--- src/ptd_pkg.sv ---
// Shared types and constants of the planar tile decoder.
// No dependencies; every other file but the assertion macro header imports this package.
package ptd_pkg;

    // Field widths
    localparam int ADDR_W   = 16;
    localparam int DATA_W   = 8;
    localparam int MODE_W   = 2;
    localparam int TILE_W   = 12;
    localparam int ROW_W    = 3;
    localparam int PLANE_W  = 3;
    localparam int NUM_PIX  = 8;

    // Default memory size and command queue depth (power of two)
    localparam int MEM_ADDR_BITS_DEF = 16;
    localparam int QUEUE_DEPTH       = 2;

    // Item actions
    localparam logic ACT_WRITE  = 1'b0;
    localparam logic ACT_DECODE = 1'b1;

    // Depth modes
    localparam logic [MODE_W-1:0] MODE_2BPP = 2'd0;
    localparam logic [MODE_W-1:0] MODE_4BPP = 2'd1;
    localparam logic [MODE_W-1:0] MODE_8BPP = 2'd2;
    localparam logic [MODE_W-1:0] MODE_NONE = 2'd3;

    localparam logic [ROW_W-1:0] LAST_ROW = 3'd7;

    // Classified command between front and back
    typedef struct packed {
        logic              kind;   // ACT_WRITE or ACT_DECODE
        logic [ADDR_W-1:0] addr;   // write address or tile base address
        logic [DATA_W-1:0] data;
        logic [MODE_W-1:0] mode;
    } t_cmd;

    typedef logic [NUM_PIX-1:0][DATA_W-1:0] t_pix_row;

endpackage

--- src/ptd_queue.sv ---
// Short command queue between the front end and the back end.
// Depends on ptd_pkg; depth is QUEUE_DEPTH, a power of two.
module ptd_queue import ptd_pkg::*; (
    input  logic i_clk,
    input  logic i_rst_n,
    input  logic i_push,
    input  t_cmd i_push_cmd,
    output logic o_full,
    output logic o_head_valid,
    output t_cmd o_head_cmd,
    input  logic i_pop
);

    localparam int PTR_W = (QUEUE_DEPTH > 1) ? $clog2(QUEUE_DEPTH) : 1;
    localparam int CNT_W = $clog2(QUEUE_DEPTH + 1);

    t_cmd             r_slot [QUEUE_DEPTH];
    logic [PTR_W-1:0] r_wr_ptr, n_wr_ptr;
    logic [PTR_W-1:0] r_rd_ptr, n_rd_ptr;
    logic [CNT_W-1:0] r_count, n_count;

    assign o_full       = (r_count == CNT_W'(QUEUE_DEPTH));
    assign o_head_valid = (r_count != '0);
    assign o_head_cmd   = r_slot[r_rd_ptr];

    // Advance pointers; they wrap on their own since the depth is a power of two
    always_comb begin
        n_wr_ptr = r_wr_ptr;
        n_rd_ptr = r_rd_ptr;
        n_count  = r_count;
        if (i_push) begin
            n_wr_ptr = r_wr_ptr + 1'b1;
        end
        if (i_pop) begin
            n_rd_ptr = r_rd_ptr + 1'b1;
        end
        if (i_push && !i_pop) begin
            n_count = r_count + 1'b1;
        end else if (i_pop && !i_push) begin
            n_count = r_count - 1'b1;
        end
    end

    always_ff @(posedge i_clk) begin
        if (!i_rst_n) begin
            r_wr_ptr <= '0;
            r_rd_ptr <= '0;
            r_count  <= '0;
        end else begin
            r_wr_ptr <= n_wr_ptr;
            r_rd_ptr <= n_rd_ptr;
            r_count  <= n_count;
        end
    end

    // Store the pushed command
    always_ff @(posedge i_clk) begin
        if (i_push) begin
            r_slot[r_wr_ptr] <= i_push_cmd;
        end
    end

endmodule

--- config.mk ---
export PLATFORM = sky130hd
export DESIGN_NAME = ptd_queue
export DESIGN_NICKNAME = d
export VERILOG_FILES = /design/src/ptd_pkg.sv /design/src/ptd_queue.sv
export SDC_FILE = /design/constraint.sdc
export NUM_CORES = 1
export LEC_CHECK = 0
export BUFFER_PORTS_ARGS = -buffer_cell sky130_fd_sc_hd__buf_2
export CAP_MARGIN = 5
export CORE_ASPECT_RATIO = 1.5
export CORE_MARGIN = 5
export CORE_UTILIZATION = 40
export CTS_BUF_LIST = sky130_fd_sc_hd__clkbuf_8
export DETAILED_ROUTE_END_ITERATION = 8
export PLACE_DENSITY = 0.74
export SYNTH_ARGS = -nofsm -noshare
export SYNTH_HDL_FRONTEND = slang
export SYNTH_SLANG_ARGS = --single-unit
--- constraint.sdc ---
create_clock -name i_clk -period 5.3 [get_ports i_clk]
set_clock_uncertainty 0.2 [all_clocks]
set_input_delay 0.265 -clock i_clk [delete_from_list [all_inputs] [get_ports i_clk]]
set_output_delay 0.265 -clock i_clk [all_outputs]
set_load 0.01 [all_outputs]
* After elaboration in Yosys (flattened, before gate mapping)
Memories as Yosys holds them, arrays and structs flattened. A register that Yosys moved wholly into a read port is not among the register bits. Index checks and enable logic that the tools add are counted.
Cells by class: add/sub/neg operators 4, equality and inequality tests 1, multiplexer cells 6, reduce and logical (&&, ||, !) cells 6
Operators with widths (count):
- $mux 1 | 4
- $mux 2 | 2
- $reduce_bool 2->1 | 2
- $add 1x1->1 const B | 2
- $add 2x1->2 const B | 1
- $eq 2x2->1 const B | 1
- $logic_and 1x1->1 | 2
- $logic_not 1->1 | 2
- $sub 2x1->2 const B | 1
Storage, ports and cells: flip-flop bits (word level) 4, RAM bits 54, bits of input ports 31, output and inout port bits 29, logic and storage cells 21, memories kept 1
Memories:
- r_slot | words 2, bits a word 27, read ports 1, clocked after Yosys merged registers in 1, wr ports 1, RTL line ptd_queue.sv:17 | t_cmd r_slot [QUEUE_DEPTH];

* Logic depth before layout (Yosys ltp)
word-level depth 4, gate-level depth with buffers 5, mapped depth without buffers 5

* Worst setup path before layout
Ideal clock, no wire load.
path kind register -> register, start point register r_wr_ptr, end point memory r_slot[0][0] (netlist name) (enable), library setup time 0.415 ns, data arrival time 1.558 ns, required time 4.685 ns, slack 3.126 ns, cell stages (with the launch flop) 2, buffers on the path 0, period minus slack after synthesis 2.174 ns, path through dfxtp_1 -> nor2b_1
RTL lines:
- start: declaration | RTL line ptd_queue.sv:18 | logic [PTR_W-1:0] r_wr_ptr, n_wr_ptr;
- start signal: assignment | RTL line ptd_queue.sv:50 | r_wr_ptr <= n_wr_ptr;
- end: declaration | RTL line ptd_queue.sv:17
No word-level cell before the write port.

==> results.yml <==
status:
  outcome: "finished clean"
timing:
  worst_pin_slew_ns: 0.521
  achievable-frequency_mhz: 482
  totalNegativeSetupSlack_ns: 0
  final_critical_path_setup_slack_ns: 3.23
  hold_violations: 0
  setup_violations: 0
  final.hold.worst_slack_ns: 0.0945
  timing.max_slew.rel_slack: 0.651
  timing.final.crit_period_ns: 2.07
  fin_crit_sh: 0.391
  grt_setup_unrepaired: "no"
  max_slew_violation_count: 0
clocking:
  post_cts_resized: 0
  ctsHtreeMaxLevel: 3
  tritoncts_clock_tree: "built"
  cts_setup_buffers: 0
  clkTransAtPathRegs_ns: 0.06
  cts-buffers-inserted: 9
  worstSkewPairLatency_ns: 0.32
  clock-sinks: 59
  cts_root_buf: "sky130_fd_sc_hd__clkbuf_8"
  cts_buffer_depth: 2
critical_path:
  cp.arrival_ns: 1.61
  critical_path_peak_fanout: 24
  timing.setup.critical_path_class: "reg2out"
  worstSetupStartpointType: "flip-flop"
  regToRegSetupSlack_ns: 3.65
  required_ns: 4.84
  critical_path.endpoint_type: "output port"
detailed_routing:
  first_iter_violations: 68
  remaining_drc_errors: 0
  vias: 1240
  drt-pass1-iter-count: 4
  final_antenna_net_count: 0
  wirelength_um: 3790
  wire_per_inst_um: 13.6
  detail_route.vias_per_cell: 4.44
synth:
  yosys-top-cells-count: "sky130_fd_sc_hd__edfxtp_1 (54), sky130_fd_sc_hd__mux2_2 (27), sky130_fd_sc_hd__dfxtp_1 (5)"
  fraction_of_registers_with_async_set_or_reset_after_synthesis: 0
  yosysTopAreaCellShare: 0.746
  synth_area_leaders: "sky130_fd_sc_hd__edfxtp_1 (75%), sky130_fd_sc_hd__mux2_2 (14%), sky130_fd_sc_hd__dfxtp_1 (4.6%), sky130_fd_sc_hd__and2_1 (1.2%), sky130_fd_sc_hd__buf_6 (1.0%)"
  yosysWarnings: 0
  synthesis.nets: 138
  synth_area_leader_cell: "sky130_fd_sc_hd__edfxtp_1"
  synth_edf_count: 54
  synthCells: 106
  syn_std_cell_area_mm2: 0.00217
  postSynth.topFlopCell: "sky130_fd_sc_hd__edfxtp_1"
  post-synth-top-count-cell: "sky130_fd_sc_hd__edfxtp_1"
  number_of_different_library_cells_in_the_post_synthesis_netlist: 17
  ys_seq_elements: 59
  syn-mean-instance-area_um2: 20.5
  yosysSeqAreaShare: 0.792
global_routing:
  grt_first_pass_wirelength_um: 6330
  global_route.usage.total: 0.120
  first_global_vias: 1337
  antenna_found_initial: 0
  grt.overflow.total: 0
  grt_start_max_net_pins: 25
power:
  power.static_leakage_nw: 1.19
  power.share.switching: 0.207
  internal_power_summed_over_all_cells_w: 0.000864
  power_per_cell_area_mw_per_mm2: 358
  power.net_switching_w: 0.000225
  seqPwrFrac: 0.500
  clockPowerShare: 0.385
  share_comb_of_total_power: 0.114
  peakVddDrop_uv: 265
floorplan:
  floorplan.initialDensity: 0.405
  die_area_mm2: 0.00704
  design.portCount: 60
  fp.dieW_um: 70.2
  design.core.area_mm2: 0.00537
  placement_rows: 33
  fp.dieH_um: 100
placed_design:
  port-buffer-count: 59
  pre_cts_ws_ns: 3.54
  placed_area_mm2: 0.00255
  detailed_place_hpwl_um: 2480
  gpl.final_weighted_congestion: 0.652
run:
  timing.max_cap.violations: 0
layout:
  area_growth_syn_to_layout_pct: 40.0
  antenna_diode_count: 0
  stdcell_area_mm2: 0.00304
  finalNetCount: 236
  final_core_util: 0.567
  drive_above_1_share: 0.507
worst_hold_path:
  min-delay-path-class: "in2reg"
-- sequential cells by signal (all words and copies together) (netlist names), named ones only --
register / flops
r_slot: 54
r_count: 2
r_rd_ptr: 1
r_wr_ptr: 1
-- stage by stage --
stage | std cells | total power (W)
floorplan | 106 | 0.000619
global placement | 235 | 0.000663
detailed placement | 235 | 0.000666
CTS | 279 | 0.00111
global route | 279 | 0.00114
finish | 279 | 0.00109
-- cells in the final DEF, fill, tap and decap left out, types with 2 or more instances in the layout --
master                          instances
sky130_fd_sc_hd__buf_2                 59
sky130_fd_sc_hd__xor2_1                 2
sky130_fd_sc_hd__mux2_2                27
sky130_fd_sc_hd__dfxtp_1                5
sky130_fd_sc_hd__clkbuf_8               9
sky130_fd_sc_hd__buf_4                  3
sky130_fd_sc_hd__bufinv_16              2
sky130_fd_sc_hd__edfxtp_1              54
sky130_fd_sc_hd__and2_1                 4
sky130_fd_sc_hd__clkinv_2               2
sky130_fd_sc_hd__inv_1                  3
sky130_fd_sc_hd__dlygate4sd3_1         28
-- worst paths after layout --
path,start,to,cells after the start
worst max-delay path,flip-flop,o_head_cmd[10],3
worst max register to register,r_wr_ptr,r_slot[1][14],2
worst min register to register,r_count[1],r_count[1],2
worst min-delay path,i_pop,r_rd_ptr,3
-- layout make-up --
cell class	count	area, um2
Fill cell	439	2320
Sequential cell	59	1720
Timing Repair Buffer	90	598
Multi-Input combinational cell	43	424
Clock buffer	9	124
Tap cell	70	87.6
Clock inverter	7	85.1
Inverter	1	3.75
-- power groups by stage --
stage | Combinational [W] | Sequential [W] | Clock, W
2_1_floorplan | 0.0000675 | 0.000552 | 0
3_3_place_gp | 0.000109 | 0.000554 | 0
3_5_place_dp | 0.000110 | 0.000555 | 0
4_1_cts | 0.000127 | 0.000545 | 0.000435
5_1_grt | 0.000137 | 0.000547 | 0.000459
6_report | 0.000125 | 0.000545 | 0.000420
-- worst max-delay path: stages, from the launching register on --
cell                      delay [ns]
sky130_fd_sc_hd__dfxtp_1        0.40
sky130_fd_sc_hd__buf_4          0.34
sky130_fd_sc_hd__mux2_2         0.40
sky130_fd_sc_hd__buf_2          0.15
-- cells by family (layout without fill, tap and decap cells) --
group / after synthesis / after routing / synth area share
multiplexers: 27 / 27 / 0.140
XOR/XNOR: 3 / 3 / 0.0121
adder cells (fa/ha/maj): 1 / 1 / 0.00575
buffers and inverters: 4 / 107 / 0.0144
AO/OA/AOI/OAI: 3 / 3 / 0.00921
flip-flops: 59 / 59 / 0.792
AND/OR/NAND/NOR: 9 / 9 / 0.0270
-- repair_timing --
| action | 4_1_cts | 5_1_grt |
|---|---|---|
| hold buffers | 28 | 0 |
| endpoints found under the hold margin | 58 | 0 |
| endpoints found under the setup margin | 0 | 0 |
-- routing by layer --
layer	up-vias	track usage	wire (um)
met5	-	0	0
met4	0	0.0752	71
met3	8	0.0421	258
met2	48	0.194	1900
met1	584	0.134	1550
li1	600	-	-
No activity file was read; power rests on OpenSTA's default activity.
