### config.mk
export PLATFORM = sky130hd
export DESIGN_NAME = ptd_front_flat
export DESIGN_NICKNAME = d
export VERILOG_FILES = /design/src/ptd_pkg.sv /design/src/ptd_if.sv /design/src/ptd_front.sv /design/src/flat_wrapper.sv
export SDC_FILE = /design/constraint.sdc
export NUM_CORES = 1
export LEC_CHECK = 0
export BUFFER_PORTS_ARGS = -buffer_cell sky130_fd_sc_hd__buf_2
export CAP_MARGIN = 20
export CORE_MARGIN = 1
export CORE_UTILIZATION = 31
export DETAILED_ROUTE_END_ITERATION = 12
export GPL_TIMING_DRIVEN = 0
export PLACE_DENSITY_LB_ADDON = 0.3
export RECOVER_POWER = 25
export SETUP_SLACK_MARGIN = 0.3
export SKIP_LAST_GASP = 1
export SYNTH_ARGS = -nofsm -noshare
export SYNTH_HDL_FRONTEND = slang
export SYNTH_SLANG_ARGS = --single-unit
### constraint.sdc
create_clock -name vclk -period 0.8
set_input_delay 0.08 -clock vclk [all_inputs]
set_output_delay 0.08 -clock vclk [all_outputs]
set_load 0.02 [all_outputs]
### src/ptd_pkg.sv
// Shared types and constants of the planar tile decoder.
// No dependencies; every other file but the assertion macro header imports this package.
package ptd_pkg;

    // Field widths
    localparam int ADDR_W   = 16;
    localparam int DATA_W   = 8;
    localparam int MODE_W   = 2;
    localparam int TILE_W   = 12;
    localparam int ROW_W    = 3;
    localparam int PLANE_W  = 3;
    localparam int NUM_PIX  = 8;

    // Default memory size and command queue depth (power of two)
    localparam int MEM_ADDR_BITS_DEF = 16;
    localparam int QUEUE_DEPTH       = 2;

    // Item actions
    localparam logic ACT_WRITE  = 1'b0;
    localparam logic ACT_DECODE = 1'b1;

    // Depth modes
    localparam logic [MODE_W-1:0] MODE_2BPP = 2'd0;
    localparam logic [MODE_W-1:0] MODE_4BPP = 2'd1;
    localparam logic [MODE_W-1:0] MODE_8BPP = 2'd2;
    localparam logic [MODE_W-1:0] MODE_NONE = 2'd3;

    localparam logic [ROW_W-1:0] LAST_ROW = 3'd7;

    // Classified command between front and back
    typedef struct packed {
        logic              kind;   // ACT_WRITE or ACT_DECODE
        logic [ADDR_W-1:0] addr;   // write address or tile base address
        logic [DATA_W-1:0] data;
        logic [MODE_W-1:0] mode;
    } t_cmd;

    typedef logic [NUM_PIX-1:0][DATA_W-1:0] t_pix_row;

endpackage

### src/ptd_if.sv
// Channel interfaces of the planar tile decoder: input items and row results.
// Depends on ptd_pkg.
interface ptd_in_if import ptd_pkg::*; ();
    logic                valid;
    logic                ready;
    logic                action;
    logic [ADDR_W-1:0]   mem_address;
    logic [DATA_W-1:0]   mem_data;
    logic [MODE_W-1:0]   depth_mode;
    logic [TILE_W-1:0]   tile_index;

    modport source (output valid, action, mem_address, mem_data, depth_mode, tile_index,
                    input ready);
    modport sink   (input valid, action, mem_address, mem_data, depth_mode, tile_index,
                    output ready);
endinterface


### src/ptd_front.sv
// Front end: accepts input beats, drops unused-mode decodes, builds commands.
// Depends on ptd_pkg and ptd_if.
module ptd_front import ptd_pkg::*; (
    ptd_in_if.sink      i_in,
    input  logic        i_q_full,
    output logic        o_push,
    output t_cmd        o_cmd
);

    logic              is_drop;
    logic [ADDR_W-1:0] tile_base;

    // Accept whenever the queue has room
    assign i_in.ready = !i_q_full;

    // Mask the tile number to the mode's tile count and scale by tile size
    always_comb begin
        unique case (i_in.depth_mode)
            MODE_2BPP: tile_base = {i_in.tile_index, 4'b0000};
            MODE_4BPP: tile_base = {i_in.tile_index[TILE_W-2:0], 5'b00000};
            MODE_8BPP: tile_base = {i_in.tile_index[TILE_W-3:0], 6'b000000};
            MODE_NONE: tile_base = '0;
        endcase
    end

    // Classify the beat; an unused-mode decode is taken and dropped
    assign is_drop = (i_in.action == ACT_DECODE) && (i_in.depth_mode == MODE_NONE);
    assign o_push  = i_in.valid && !i_q_full && !is_drop;

    always_comb begin
        o_cmd.kind = i_in.action;
        o_cmd.addr = (i_in.action == ACT_WRITE) ? i_in.mem_address : tile_base;
        o_cmd.data = i_in.mem_data;
        o_cmd.mode = i_in.depth_mode;
    end

endmodule

### src/flat_wrapper.sv
// flat-port wrapper written by rule: the top's interface ports become plain ports
module ptd_front_flat import ptd_pkg::*;
  (i_q_full, o_push, o_cmd, i_in_valid, i_in_action, i_in_mem_address, i_in_mem_data, i_in_depth_mode, i_in_tile_index, i_in_ready);
  ptd_in_if i_in_i ();
  input  logic i_q_full;
  output logic o_push;
  output t_cmd o_cmd;
  input wire logic [$bits(i_in_i.valid)-1:0] i_in_valid;
  input wire logic [$bits(i_in_i.action)-1:0] i_in_action;
  input wire logic [$bits(i_in_i.mem_address)-1:0] i_in_mem_address;
  input wire logic [$bits(i_in_i.mem_data)-1:0] i_in_mem_data;
  input wire logic [$bits(i_in_i.depth_mode)-1:0] i_in_depth_mode;
  input wire logic [$bits(i_in_i.tile_index)-1:0] i_in_tile_index;
  output wire logic [$bits(i_in_i.ready)-1:0] i_in_ready;
  assign i_in_i.valid = i_in_valid;
  assign i_in_i.action = i_in_action;
  assign i_in_i.mem_address = i_in_mem_address;
  assign i_in_i.mem_data = i_in_mem_data;
  assign i_in_i.depth_mode = i_in_depth_mode;
  assign i_in_i.tile_index = i_in_tile_index;
  assign i_in_ready = i_in_i.ready;
  ptd_front u_core (.i_in(i_in_i), .i_q_full(i_q_full), .o_push(o_push), .o_cmd(o_cmd));
endmodule
## Yosys cells after proc, flatten, opt, wreduce, memory -nomap -nowiden

Index checks and enable logic that the tools add are counted.

- Add/subtract/negate cells: 0
- $mul: 0
- Div/mod/pow operators: 0
- $lt $le $gt $ge: 0
- Eq/ne operators: 3
- Shift-type cells: 0
- Multiplexer cells: 2
- Bitwise gates (word level): 0
- Reduce and logical (&&, ||, !) cells: 6

Operators with widths:

| cell | number |
|---|---|
| $pmux 16 s4 | 1 |
| $mux 16 | 1 |
| $eq 2x2->1 const B | 2 |
| $logic_and 1x1->1 | 3 |
| $eq 2x1->1 const B | 1 |
| $logic_not 1->1 | 2 |
| $logic_not 2->1 | 1 |

- Register bits: 0
- Bits in latches: 0
- Bits in writable memories: 0
- ROM bits: 0
- Input bits: 41
- Output and inout port bits: 29
- Word-level logic and storage cells: 11
- Memories: 0

## Depth between registers and ports, before layout

Gate-level depths: netlist of run 1.

- Depth in word-level cells: 4
- Gate-level depth with buffers: 4
- Depth with buffers taken out: 2

## Least setup slack after synthesis of run 1

OpenSTA, ideal clock, no wires.

- Path kind: input to output
- From: input i_in_depth_mode[0]
- To: output o_cmd[17] (netlist name)
- Data arrival time: 0.817 ns
- Required time: 0.720 ns
- Slack: -0.097 ns
- Stages: 4
- Path buffers: 2
- Cell sequence: buf_6 > buf_12 > mux2i_1 > o211ai_1

RTL lines:

| what | RTL line | RTL |
|---|---|---|
| from (decl) | flat_wrapper.sv:12 | `input wire logic [$bits(i_in_i.depth_mode)-1:0] i_in_depth_mode;` |
| to (decl) | flat_wrapper.sv:7 | `output t_cmd o_cmd;` |

==> results.py, run 1 <==
metrics = {
    "synth": {
        "yosysWarnings": 0,
        "ys_top_cells_by_area": "mux2i_1 (19%), buf_4 (17%), nand4b_1 (15%), o211ai_1 (12%), nand2b_1 (9.8%)",
        "syn_nets": 114,
        "synth_top_area_share": 0.1926,
        "syn_inst": 73,
        "syn_avg_cell_area_um2": 7.833,
        "ys_types": 16,
        "syn_area_um2": 571.8,
        "synth_seq_area_share": 0,
        "synth_top_cell_by_area": "mux2i_1",
        "yosysMostFrequentCell": "buf_4",
        "synth_commonest_cells": "buf_4 (13), mux2i_1 (11), nand4b_1 (10)",
    },
    "floorplanning": {
        "coreArea_mm2": 0.001727,
        "initial_core_util": 0.3312,
        "fp.dieH_um": 44.95,
        "die_w_um": 44.95,
        "dieArea_mm2": 0.002020,
        "row_count": 15,
        "boundaryPins": 70,
    },
    "sta": {
        "period_minus_slack_ns": 0.9520,
        "setup_violations": 14,
        "slew_headroom": 0.8402,
        "holdWs_ns": 0.3770,
        "final_max_slew_viol_count": 0,
        "finalCritPeriodShare": 1.190,
        "finalHoldViolations": 0,
        "fmax_mhz": 1050,
        "rsz0062_at_grt": "true",
        "setup-tns-final_ns": -1.277,
        "fin_ws_ns": -0.1520,
        "max_slew.worst_pin.slew_ns": 0.2351,
    },
    "critical_path": {
        "end_kind": "output port",
        "worstPathRequired_ns": 0.72,
        "crit_arrival_ns": 0.87,
        "crit_path_start_kind": "input pin",
        "path_class": "input pin to output port",
        "crit_path_start": "i_in_depth_mode[1]",
        "worstPathMaxFanout": 3,
    },
    "power": {
        "pwr_density_cell_mw_per_mm2": 640.3,
        "vdd_drop_max_uv": 419.4,
        "p_leak_nw": 0.6467,
    },
    "cells_and_area": {
        "nFlopsAndLatches": 0,
        "n_antenna_cell": 0,
        "ff_latch_area_um2": 0,
        "drive_gt1_frac": 0.6897,
        "nNetsFinal": 188,
        "nClkBuffers": 0,
        "fin_util": 0.7471,
        "design_area_mm2": 0.001290,
        "area_growth_pct": 125.6,
    },
    "detailed_routing": {
        "ant_nets": 0,
        "wl_per_cell_um": 12.70,
        "drt-pass1-iter-count": 4,
        "routed-via-count": 827,
        "first_iter_violations": 8,
        "via_per_inst": 4.865,
        "drc": 0,
        "drt-total-wl_um": 2159,
    },
    "placement": {
        "hpwl_um": 1402,
        "io_buffer_count": 60,
        "globalplace.congestion": 0.7664,
        "postPlaceCellArea_mm2": 0.001006,
    },
    "global_routing": {
        "grt-ovfl-total": 0,
        "grt_usage": 0.2008,
        "first_global_vias": 742,
        "grt_pass1_wl_um": 3153,
        "grt_max_degree": 11,
        "antenna_found_initial": 0,
    },
    "outcome": {
        "failed_checks": "negative setup slack",
        "outcome": "complete, but fails checks",
    },
    "hold_path": {
        "min_from": "i_in_depth_mode[0]",
        "hp-class": "input pin to output port",
    },
    "job": {
        "maxCapViolCount": 0,
    },
}
==> stage by stage <==
stage / setup WS [ns] / total power, W / instances
3_5_place_dp: -0.1639 / 0.0006344 / 158
5_1_grt: -0.1891 / 0.0008731 / 170
6_report: -0.1520 / 0.0008260 / 170
2_1_floorplan: -0.09580 / 0.0004304 / 73
4_1_cts: -0.1227 / 0.0008046 / 169
3_3_place_gp: -0.1616 / 0.0006283 / 158
==> critical path: stages <==
cell and delay, ns:
buf_6 0.10, nand2b_4 0.17, buf_6 0.13, o32ai_4 0.23, buf_6 0.16
==> metal layers <==
layer | vias to the layer above | share of wire | GRT usage
li1 | 404 | - | -
met1 | 372 | 0.38 | 0.2361
met2 | 49 | 0.55 | 0.4029
met3 | 2 | 0.067 | 0.01200
met4 | 0 | 0.0065 | 0.01818
met5 | - | 0 | 0
==> layout by cell type, fill, tap and decap left out, drive strengths merged <==
master and count:
buf 88, mux2i 11, nand4b 10, nand2b 10
o211ai 9, inv 5, nor2b 4, clkbuf 3
o221ai 1, o22ai 1, o32ai 1, nand3 1
and3 1
==> cell families (layout without fill, tap and decap cells) <==
logic type / after synthesis / count (layout) / synth area share
mux: 11 / 11 / 0.1926
compound gates: 12 / 12 / 0.1729
buf+inv: 24 / 96 / 0.3041
simple gates: 26 / 26 / 0.3304
==> power breakdown <==
part / internal [W] / switching, W / total (W)
Sequential: 0 / 0 / 0
Clock: 0 / 0 / 0
Combinational: 0.000455 / 0.000371 / 0.000826
Total: 0.000455 / 0.000371 / 0.000826
==> layout make-up <==
class	instances	area (µm²)
well taps	25	31.28
inverters	5	18.77
repair buffers	72	536.8
fillers	127	436.7
multi-input cells	49	494.2
plain buffers	19	209.0
==> final timing paths <==
check / to / depth (start not counted)
max: o_cmd[14] / 5
min: o_cmd[0] / 2
==> what timing repair did <==
| item | 4_1_cts | 5_1_grt |
|---|---|---|
| gates cloned | 3 | 0 |
| setup buffers | 8 | 1 |
| setup endpoints to repair | 18 | 18 |
| pin swaps | 13 | 6 |
| hold buffers | 0 | 0 |
| resized for setup | 40 | 4 |
Power figures use the tool's default switching activity.
==> run 2, diff against run 1 <==
--- a/config.mk
+++ b/config.mk
@@ -13,7 +13,6 @@
 export GPL_TIMING_DRIVEN = 0
 export PLACE_DENSITY_LB_ADDON = 0.3
 export RECOVER_POWER = 25
-export SETUP_SLACK_MARGIN = 0.3
 export SKIP_LAST_GASP = 1
 export SYNTH_ARGS = -nofsm -noshare
 export SYNTH_HDL_FRONTEND = slang
==> results.py, run 2 (same netlist as run 1, synthesis figures left out) <==
metrics = {
    "cells_and_area": {
        "nClkBuffers": 0,
        "area_growth_pct": 96.50,
        "nFillCells": 163,
        "nNetsFinal": 181,
        "final_cell_mix": "buf_2 (43), buf_4 (23), mux2i_1 (10), nand4b_1 (10)",
        "drive_gt1_frac": 0.6304,
        "design_area_mm2": 0.001124,
        "n_antenna_cell": 0,
        "nFlopsAndLatches": 0,
        "final_common_cell": "buf_2",
        "ff_latch_area_um2": 0,
    },
    "clock_network": {
        "holdBufCountCts": 0,
    },
    "power": {
        "power_switching_w": 0.0003362,
        "p_comb_frac": 1.000,
        "clkPwrFrac": 0,
        "pwr_density_cell_mw_per_mm2": 637.6,
        "seqPwrFrac": 0,
        "netSwitchingFraction": 0.4692,
        "power.internal_w": 0.0003802,
        "vdd_drop_max_uv": 322.4,
        "p_leak_nw": 0.5698,
    },
    "placement": {
        "io_buffer_count": 60,
        "dp_slack_ns": -0.1640,
        "hpwl_um": 1315,
        "postPlaceCellArea_um2": 939.7,
        "globalplace.congestion": 0.7508,
    },
    "sta": {
        "finalCritPeriodShare": 1.165,
        "final_max_slew_viol_count": 0,
        "period_minus_slack_ns": 0.9318,
        "fin_ws_ns": -0.1318,
        "setup_violations": 12,
        "max_slew.worst_pin.slew_ns": 0.2450,
        "slew_headroom": 0.8373,
        "rsz0062_at_grt": "true",
        "fmax_mhz": 1073,
        "finalHoldViolations": 0,
    },
    "critical_path": {
        "crit_buf_inv": 3,
        "path_class": "input pin to output port",
        "crit_arrival_ns": 0.85,
        "cp_top_family": "buffers and inverters",
        "path_cells": "buf_8 -> nand2b_4 -> buf_6 -> o211ai_1 -> buf_4",
        "crit_path_start_kind": "input pin",
        "end_kind": "output port",
        "worstPathMaxFanout": 5,
        "worstPathRequired_ns": 0.72,
        "slowest_stage": "o211ai_1",
        "cpPeakStageDelay_ns": 0.20,
    },
    "global_routing": {
        "gr-usage-met1": 0.2313,
        "busiest_layer": "met2",
        "antenna_found_initial": 0,
        "grtUsageMet2": 0.2783,
        "grt-ovfl-total": 0,
        "grt_pass1_wl_um": 2566,
        "grt_max_degree": 11,
        "grt_use_met3": 0.01200,
        "first_global_vias": 591,
        "grt_usage": 0.1628,
    },
    "detailed_routing": {
        "wl_per_cell_um": 11.09,
        "drc": 0,
        "routed-via-count": 777,
        "first_iter_violations": 12,
        "drt-total-wl_um": 1808,
        "ant_nets": 0,
        "drt-pass1-iter-count": 4,
        "via_per_inst": 4.767,
    },
    "floorplanning": {
        "row_count": 15,
        "die_w_um": 44.95,
        "fp.dieH_um": 44.95,
        "initial_core_util": 0.3312,
        "boundaryPins": 70,
        "coreArea_mm2": 0.001727,
        "dieArea_mm2": 0.002020,
    },
    "outcome": {
        "outcome": "complete, but fails checks",
        "failed_checks": "negative setup slack",
    },
    "hold_path": {
        "min_from": "i_in_mem_data[3]",
        "hold_end": "o_cmd[5]",
        "hp-class": "input pin to output port",
        "hold_path_depth": 2,
    },
    "job": {
        "maxCapViolCount": 0,
    },
}
==> run 2: cell types whose count changed in the layout (fill, tap and decap cells not counted), sizes merged <==
cell / delta
buf: -9
clkbuf: +2
==> run 2: worst max-delay path by stage <==
stage | depth (start not counted) | startpoint | slack [ns] | to
finish | 5 | i_in_depth_mode[1] | -0.13 | o_cmd[19]
global route | 5 | i_in_depth_mode[1] | -0.15 | o_cmd[16]
CTS | 5 | i_in_depth_mode[1] | -0.12 | o_cmd[19]
detailed placement | 5 | i_in_depth_mode[1] | -0.16 | o_cmd[19]
global placement | 5 | i_in_depth_mode[1] | -0.15 | o_cmd[16]
floorplan | 4 | i_in_depth_mode[0] | -0.1 | o_cmd[17]
==> run 2: repair_timing <==
item / in CTS / in global routing
pin swaps: 7 / 4
endpoints found under the setup margin: 13 / 13
buffers inserted: 0 / 1
cloned: 3 / 1
hold endpoints to repair: 0 / 0
gates resized for setup: 26 / 9
==> run 2: final cells by class <==
class / count / area, µm² / area share
Timing Repair Buffer: 65 / 431.7 / 0.3842
Multi-Input combinational cell: 49 / 449.2 / 0.3998
Tap cell: 25 / 31.28 / 0.02784
Buffer: 19 / 192.7 / 0.1715
Inverter: 5 / 18.77 / 0.01670
==> run 2: stage by stage <==
stage | cells | hold slack [ns] | utilization | total power, W | TNS (ns)
global route | 163 | 0.3861 | 0.6507 | 0.0007643 | -1.218
detailed placement | 158 | 0.3775 | 0.5442 | 0.0005904 | -1.529
CTS | 161 | 0.3776 | 0.6116 | 0.0006770 | -0.8911
floorplan | 73 | 0.2415 | - | 0.0003902 | -0.7095
global placement | 158 | 0.3774 | 0.5442 | 0.0005847 | -1.447
finish | 163 | 0.3768 | 0.6507 | 0.0007164 | -0.8664
==> run 2: metal layers <==
layer,part of all wire,wire (µm)
met5,0,0
met4,0.0050,9
met3,0.076,137
met2,0.49,893
met1,0.42,768
==> run 2: power by group through the flow <==
stage / clock network [W] / registers (W) / logic, W
after floorplan: 0 / 0 / 0.000390
after global placement: 0 / 0 / 0.000585
after detailed placement: 0 / 0 / 0.000590
after CTS: 0 / 0 / 0.000677
after global routing: 0 / 0 / 0.000764
final: 0 / 0 / 0.000716
